<file path="config.mk">
export PLATFORM = sky130hd
export DESIGN_NAME = brs_step
export DESIGN_NICKNAME = d
export VERILOG_FILES = /design/src/hdl/brs_pkg.sv /design/src/hdl/brs_step.sv
export SDC_FILE = /design/constraint.sdc
export NUM_CORES = 1
export LEC_CHECK = 0
export ABC_AREA = 1
export BUFFER_PORTS_ARGS = -buffer_cell sky130_fd_sc_hd__buf_4
export CAP_MARGIN = 15
export CORE_MARGIN = 3
export CORE_UTILIZATION = 28
export DETAILED_ROUTE_END_ITERATION = 8
export GPL_ROUTABILITY_DRIVEN = 0
export PLACE_DENSITY = 0.57
export SETUP_SLACK_MARGIN = 0.3
export SYNTH_ARGS = -nofsm -noshare
export SYNTH_HDL_FRONTEND = slang
export SYNTH_SLANG_ARGS = --single-unit
</file>
<file path="constraint.sdc">
create_clock -name vclk -period 7.21
set_input_delay 0.3605 -clock vclk [all_inputs]
set_output_delay 0.3605 -clock vclk [all_outputs]
set_load 0.02 [all_outputs]
</file>
<file path="src/hdl/brs_pkg.sv">
package brs_pkg;

    localparam int NUM_SOURCES = 2;
    localparam int SRC_W       = 2;
    localparam int TIME_W      = 32;
    localparam int CNT_W       = 8;
    localparam int NOTE_W      = 3;
    localparam int NMASK_W     = 5;
    localparam int FUNC_W      = 2;
    localparam int OUTCOME_W   = 2;
    localparam int MODE_W      = 2;
    localparam int CFG_IDX_W   = 1;
    localparam int CFG_DATA_W  = 32;

    localparam logic [SRC_W-1:0] SRC_MASK = SRC_W'((1 << NUM_SOURCES) - 1);

    localparam logic [TIME_W-1:0] RESET_RETRY_DELAY   = 32'd10;
    localparam logic [CNT_W-1:0]  RESET_ATTEMPT_LIMIT = 8'd3;

    typedef enum logic [FUNC_W-1:0] {
        FUNC_SERVICE     = 2'd0,
        FUNC_REQUEST     = 2'd1,
        FUNC_TAKE_RESULT = 2'd2,
        FUNC_TAKE_NOTICE = 2'd3
    } func_t;

    typedef enum logic [3:0] {
        MODE_READY      = 4'b0001,
        MODE_WAIT       = 4'b0010,
        MODE_RECOVERING = 4'b0100,
        MODE_ERROR      = 4'b1000
    } mode_t;

    typedef enum logic [CFG_IDX_W-1:0] {
        REG_RETRY_DELAY   = 1'b0,
        REG_ATTEMPT_LIMIT = 1'b1
    } cfg_reg_t;

    localparam logic [MODE_W-1:0] MODE_CODE_READY      = 2'd0;
    localparam logic [MODE_W-1:0] MODE_CODE_WAIT       = 2'd1;
    localparam logic [MODE_W-1:0] MODE_CODE_RECOVERING = 2'd2;
    localparam logic [MODE_W-1:0] MODE_CODE_ERROR      = 2'd3;

    localparam logic [OUTCOME_W-1:0] OUTCOME_SUCCEEDED = 2'd1;
    localparam logic [OUTCOME_W-1:0] OUTCOME_FAILED    = 2'd2;

    localparam logic [NOTE_W-1:0] NOTE_NONE      = 3'd0;
    localparam logic [NOTE_W-1:0] NOTE_PENDING   = 3'd1;
    localparam logic [NOTE_W-1:0] NOTE_STARTED   = 3'd2;
    localparam logic [NOTE_W-1:0] NOTE_RETRY     = 3'd3;
    localparam logic [NOTE_W-1:0] NOTE_SUCCEEDED = 3'd4;
    localparam logic [NOTE_W-1:0] NOTE_FAILED    = 3'd5;

    typedef struct packed {
        func_t                 func;
        logic [TIME_W-1:0]     now_ms;
        logic [SRC_W-1:0]      request_sources;
        logic                  start_accepted;
        logic [OUTCOME_W-1:0]  engine_outcome;
        logic                  reinit_ok;
    } item_t;

    typedef struct packed {
        mode_t               mode;
        logic [TIME_W-1:0]   entry_time;
        logic [CNT_W-1:0]    attempt_count;
        logic [SRC_W-1:0]    pending_sources;
        logic [SRC_W-1:0]    done_sources;
        logic                result_waiting;
        logic                last_result;
        logic [NMASK_W-1:0]  notice_mask;
        logic                bus_ready;
        logic                error_flag;
    } state_t;

    typedef struct packed {
        logic                accepted;
        logic [MODE_W-1:0]   mode;
        logic                start_pulse;
        logic                reinit_pulse;
        logic                result_code;
        logic [SRC_W-1:0]    result_sources;
        logic [NOTE_W-1:0]   notice;
        logic [CNT_W-1:0]    attempts;
        logic                fault;
    } result_t;

    function automatic logic [MODE_W-1:0] mode_code(mode_t m);
        logic [MODE_W-1:0] code;
        unique case (m)
            MODE_READY:      code = MODE_CODE_READY;
            MODE_WAIT:       code = MODE_CODE_WAIT;
            MODE_RECOVERING: code = MODE_CODE_RECOVERING;
            MODE_ERROR:      code = MODE_CODE_ERROR;
            default:         code = MODE_CODE_ERROR;
        endcase
        return code;
    endfunction

    // Bit n-1 of the pending mask holds notification n.
    function automatic logic [NMASK_W-1:0] note_bit(logic [NOTE_W-1:0] n);
        return NMASK_W'(1) << (n - NOTE_W'(1));
    endfunction

endpackage

</file>
<file path="src/hdl/brs_step.sv">
module brs_step import brs_pkg::*;
(
    input  state_t             state,
    input  item_t              item,
    input  logic [TIME_W-1:0]  retry_delay,
    input  logic [CNT_W-1:0]   attempt_limit,
    output state_t             state_next,
    output result_t            res
);

    logic [TIME_W-1:0]  elapsed;
    logic [CNT_W-1:0]   count_inc;
    logic [SRC_W-1:0]   src;

    assign elapsed   = item.now_ms - state.entry_time;
    assign count_inc = state.attempt_count + CNT_W'(1);
    assign src       = item.request_sources & SRC_MASK;

    always_comb
    begin
        state_t  nxt;
        result_t r;
        logic    finish;
        logic    found;

        nxt    = state;
        r      = '0;
        finish = 1'b0;
        found  = 1'b0;

        unique case (item.func)
            FUNC_SERVICE:
            begin
                unique case (state.mode)
                    MODE_WAIT:
                    begin
                        if (elapsed >= retry_delay)
                        begin
                            if (state.attempt_count >= attempt_limit)
                            begin
                                finish = 1'b1;
                            end
                            else
                            begin
                                nxt.attempt_count = count_inc;
                                r.start_pulse     = 1'b1;
                                priority if (item.start_accepted)
                                begin
                                    nxt.mode        = MODE_RECOVERING;
                                    nxt.entry_time  = item.now_ms;
                                    nxt.notice_mask = nxt.notice_mask | note_bit(NOTE_STARTED);
                                end
                                else if (count_inc < attempt_limit)
                                begin
                                    nxt.entry_time  = item.now_ms;
                                    nxt.notice_mask = nxt.notice_mask | note_bit(NOTE_RETRY);
                                end
                                else
                                begin
                                    r.reinit_pulse = 1'b1;
                                    nxt.bus_ready  = item.reinit_ok;
                                    finish         = 1'b1;
                                end
                            end
                        end
                    end
                    MODE_RECOVERING:
                    begin
                        if (item.engine_outcome == OUTCOME_SUCCEEDED)
                        begin
                            r.reinit_pulse = 1'b1;
                            nxt.bus_ready  = item.reinit_ok;
                            finish         = 1'b1;
                        end
                        else if (item.engine_outcome == OUTCOME_FAILED)
                        begin
                            r.reinit_pulse = 1'b1;
                            nxt.bus_ready  = item.reinit_ok;
                            if (state.attempt_count < attempt_limit)
                            begin
                                nxt.mode        = MODE_WAIT;
                                nxt.entry_time  = item.now_ms;
                                nxt.notice_mask = nxt.notice_mask | note_bit(NOTE_RETRY);
                            end
                            else
                            begin
                                finish = 1'b1;
                            end
                        end
                    end
                    default:
                    begin
                    end
                endcase
            end
            FUNC_REQUEST:
            begin
                if (src != '0 && state.mode != MODE_ERROR)
                begin
                    r.accepted          = 1'b1;
                    nxt.pending_sources = state.pending_sources | src;
                    if (state.mode == MODE_READY)
                    begin
                        nxt.attempt_count  = '0;
                        nxt.result_waiting = 1'b0;
                        nxt.done_sources   = '0;
                        nxt.mode           = MODE_WAIT;
                        nxt.entry_time     = item.now_ms;
                        nxt.notice_mask    = nxt.notice_mask | note_bit(NOTE_PENDING);
                    end
                end
            end
            FUNC_TAKE_RESULT:
            begin
                if (state.result_waiting)
                begin
                    r.accepted         = 1'b1;
                    r.result_code      = state.last_result;
                    r.result_sources   = state.done_sources;
                    nxt.result_waiting = 1'b0;
                end
            end
            FUNC_TAKE_NOTICE:
            begin
                // pop the lowest pending notification
                for (int k = 0; k < NMASK_W; k++)
                begin
                    if (!found && state.notice_mask[k])
                    begin
                        found              = 1'b1;
                        nxt.notice_mask[k] = 1'b0;
                        r.notice           = NOTE_W'(k + 1);
                        r.accepted         = 1'b1;
                    end
                end
            end
        endcase

        // Every finish path is failed except a success with a good reinit.
        if (finish)
        begin
            nxt.last_result     = !r.reinit_pulse || !item.reinit_ok ||
                                  item.func != FUNC_SERVICE ||
                                  state.mode != MODE_RECOVERING ||
                                  item.engine_outcome != OUTCOME_SUCCEEDED;
            nxt.result_waiting  = 1'b1;
            nxt.done_sources    = state.pending_sources;
            nxt.pending_sources = '0;
            nxt.error_flag      = nxt.last_result;
            nxt.mode            = nxt.bus_ready ? MODE_READY : MODE_ERROR;
            nxt.entry_time      = item.now_ms;
            nxt.notice_mask     = nxt.notice_mask |
                                  note_bit(nxt.last_result ? NOTE_FAILED : NOTE_SUCCEEDED);
        end

        r.mode     = mode_code(nxt.mode);
        r.attempts = nxt.attempt_count;
        r.fault    = nxt.error_flag;

        state_next = nxt;
        res        = r;
    end

endmodule

</file>
## After elaboration in Yosys (flattened, before gate mapping)

Cells that the tools add are included.

| storage, ports and cells | value |
|---|---|
| flip-flop bits (word level) | 0 |
| input bits | 137 |
| output and inout bits | 77 |
| word-level logic and storage cells | 122 |

| cells by class | value |
|---|---|
| add/sub/neg operators | 3 |
| magnitude comparators | 4 |
| eq/ne operators | 14 |
| shifts and indexed selects | 1 |
| muxes and demuxes | 80 |
| bitwise logic cells | 2 |
| reductions and logical operators | 18 |

Operator list:

| cell | number |
|---|---|
| 36-bit two-way mux | 4 |
| 44-bit two-way mux | 3 |
| 44-bit case mux with 2 select lines | 1 |
| 36-bit case mux with 2 select lines | 1 |
| 32-bit two-way mux | 2 |
| 49-bit two-way mux | 1 |
| 1-bit two-way mux | 38 |
| 3-bit two-way mux | 12 |
| 32-bit >= comparator | 1 |
| 32-bit subtractor | 1 |
| 4-bit two-way mux | 6 |
| 8-bit < comparator | 2 |
| 5-bit case mux with 3 select lines | 1 |
| 11-bit two-way mux | 1 |
| 8-bit by 1-bit adder with 8-bit output (second input constant) | 1 |
| 4-bit by 1-bit == test with 1-bit output (second input constant) | 2 |
| 4-bit by 2-bit == test with 1-bit output (second input constant) | 2 |
| 4-bit by 3-bit == test with 1-bit output (second input constant) | 2 |
| 8-bit >= comparator | 1 |
| 8-bit two-way mux | 1 |
| 4-bit case mux with 2 select lines | 1 |
| 2-bit == test (second input constant) | 3 |
| 1-bit zero test | 6 |
| 2-bit two-way mux | 3 |
| other kinds (15) | 26 |

## Longest topological paths before layout

| logic depth | value |
|---|---|
| word-level depth | 20 |
| mapped depth | 32 |
| mapped depth without buffers | 32 |

## Least setup slack after synthesis

OpenSTA, ideal clock, no wires.

| timing path | value |
|---|---|
| path type | input-to-output |
| start | input item[6] (netlist bit) |
| end | output state_next[14] (netlist bit) |
| arrival time | 4,542 ps |
| data required time | 6,849 ps |
| path slack | 2,308 ps |
| stages on the path | 28 |
| cells stage by stage | inv_1 ha_1 inv_1 fa_1 nand3_1 nand2_1 a21oi_1 o21bai_1 a21oi_1 o21ai_0 a21oi_1 o21ai_0 nand2_1 nand2_1 ha_1 nand2_1 o21ai_0 nand2_1 nand2_1 a21oi_1 a21oi_4 buf_4 nand2_1 nand2_1 nand2_1 inv_1 o21ai_0 buf_4 |

RTL lines:

| item | line | source |
|---|---|---|
| start, declared | brs_step.sv:4 | `input item_t item,` |
| end, declared | brs_step.sv:7 | `output state_t state_next,` |

==> metrics <==
status finished, final reports clean; Yosys cell types 50; Worst setup EP type output pin; post-synthesis mux area share 0%; final setup vio count 0; vias in the first global route 8148; 1st-pass router iterations 5; Max FO, Critical Path 32; GRT Overall Usage 19.4%; largest family of logic cells by synthesized area simple AND/OR/NAND/NOR gates; Area Overhead vs Synth 26.9%; crit share post-route 84.5%; Slew Limit Fails 0; NumNets Final 1669; # IOs 214; setup TNS 0 ns; Die Span Y 160 µm; Yosys top cell area share 17.5%; synth top area cells nand2_1, ha_1, inv_1; Mean Syn Cell Area 5.20 µm²; post_cts resized 0; RSZ-0062 raised after global routing no; Worst Max-Slew Pin Slew 0.801 ns; Detail Route Antenna Nets 0; met2 wire len 12.3 mm; crit start category primary input; Post-Syn Instances 1277; most frequent cells in the layout nand2_1, inv_1, buf_4; Synth Area in Simple Gates 34.7%; CP Data Arrival Time 5.74 ns; commonest non-fill, non-tap cell in the layout nand2_1; crit-path most repeated cell nand2_1; xor/xnor share of the synthesized area 4.75%; wire per inst 15.1 µm; top sig layer met4; Min-Delay Path Class in -> out; CP peak stage delay 0.41 ns; synth warn 0; drt initial violations 659; metal3 WL 1.87 mm; relative slew slack 46.5%; f_max 164 MHz; mapped cell area 6640 µm²; DRC 0; Starting Density 28.9%; first-pass GRT wire length 42.1 mm; final wirelength 26.5 mm; leak pwr 4.77 nW; # fillers 2605; Synth Area in Adders 16.5%; initial antenna violation count 0; pin count of the biggest net entering global routing 43; DR vias/cell 4.98; diode count 0; grt ovf 0; pwr/cell area 86.2 nW/µm²; Max VDD drop 0.0334 mV; Tmin final 6.10 ns; sequential share of the synthesized area 0%; share of layout cells above drive strength 1 17.0%; Die Wd 160 µm; Hold-fix buffers, CTS 0; MaxCap Viol Count 0; Post-CTS Setup Inserts 0; via count 8742; Synth Area in Compound Gates 26.2%; DIE AREA 25600 µm²; sequential cells 0; Clock buffer cells 0; Setup Crit Path Kind in -> out; final hold violation count 0; PortBufs 214; core area 23000 µm²; register area 0 µm²; DP Wirelength 20.5 mm; Routed met1 length 11.9 mm; Worst path slowest cell buf_4; Syn Nets 1501; row count 55; worst path required time 6.85 ns; final core utilization 36.6%; cell taking the most area after synthesis nand2_1
per-stage QoR:
step | worst slack (ns) | std cells | power [mW] | hold WS, ns | area (µm²)
after floorplan | 2.31 | 1277 | 0.486 | 0.810 | 6640
after global placement | 1.36 | 1756 | 0.717 | 1.03 | 8420
after detailed placement | 1.25 | 1756 | 0.724 | 1.02 | 8420
after CTS | 1.22 | 1756 | 0.728 | 1.02 | 8420
after global routing | 0.764 | 1756 | 0.816 | 1.04 | 8420
final | 1.11 | 1756 | 0.726 | 1.02 | 8420
critical path, delay by kind of cell:
| family | cells | cell delay (ns) |
|---|---|---|
| adder cells (fa/ha/maj) | 3 | 0.85 |
| AND/OR/NAND/NOR | 16 | 1.72 |
| AO/OA/AOI/OAI | 8 | 1.85 |
| buffers and inverters | 5 | 0.91 |
logic make-up (layout without fill, tap and decap cells):
logic type,Yosys count,count (layout)
buffers and inverters,293,459
adders and majority gates,87,87
AOI/OAI and AO/OA,301,301
xor gates and xnor gates,36,36
and+or+nand+nor,560,560
cells in the mapped netlist (3+ instances only):
cell	instances
xnor2_1	10
ha_1	86
o21a_1	5
o21ai_0	71
inv_1	229
clkbuf_1	27
o211ai_1	4
buf_4	12
a21oi_1	87
a21o_1	5
nor2_1	134
o22ai_1	68
buf_6	3
o21ai_1	32
nor3_1	14
xor2_1	26
buf_1	3
nand3_1	85
nand4_1	8
buf_2	13
nand2_1	310
o31ai_1	3
inv_2	4
a31oi_1	7
metal layers:
layer	track usage, %	vias up
li1	-	4509
met1	26.2	3910
met2	33.5	297
met3	2.52	26
met4	3.00	0
met5	0	-
worst paths after layout:
path / start / end / slack [ns] / depth (start not counted)
max: item[6] / state_next[37] / 1.11 / 32
min: state[2] / res[10] / 1.02 / 3
layout make-up:
type | count | area [µm²] | share of cell area, %
timing repair buffer | 225 | 1690 | 20.1
tap | 313 | 392 | 4.65
multi-input combinational | 984 | 5460 | 64.9
inverter | 234 | 878 | 10.4
where the power goes:
| part | total, mW | internal, mW | switching (mW) |
|---|---|---|---|
| logic | 0.726 | 0.280 | 0.446 |
| clock network | 0 | 0 | 0 |
| registers | 0 | 0 | 0 |
Note: power is estimated with default switching activity, not from simulation.
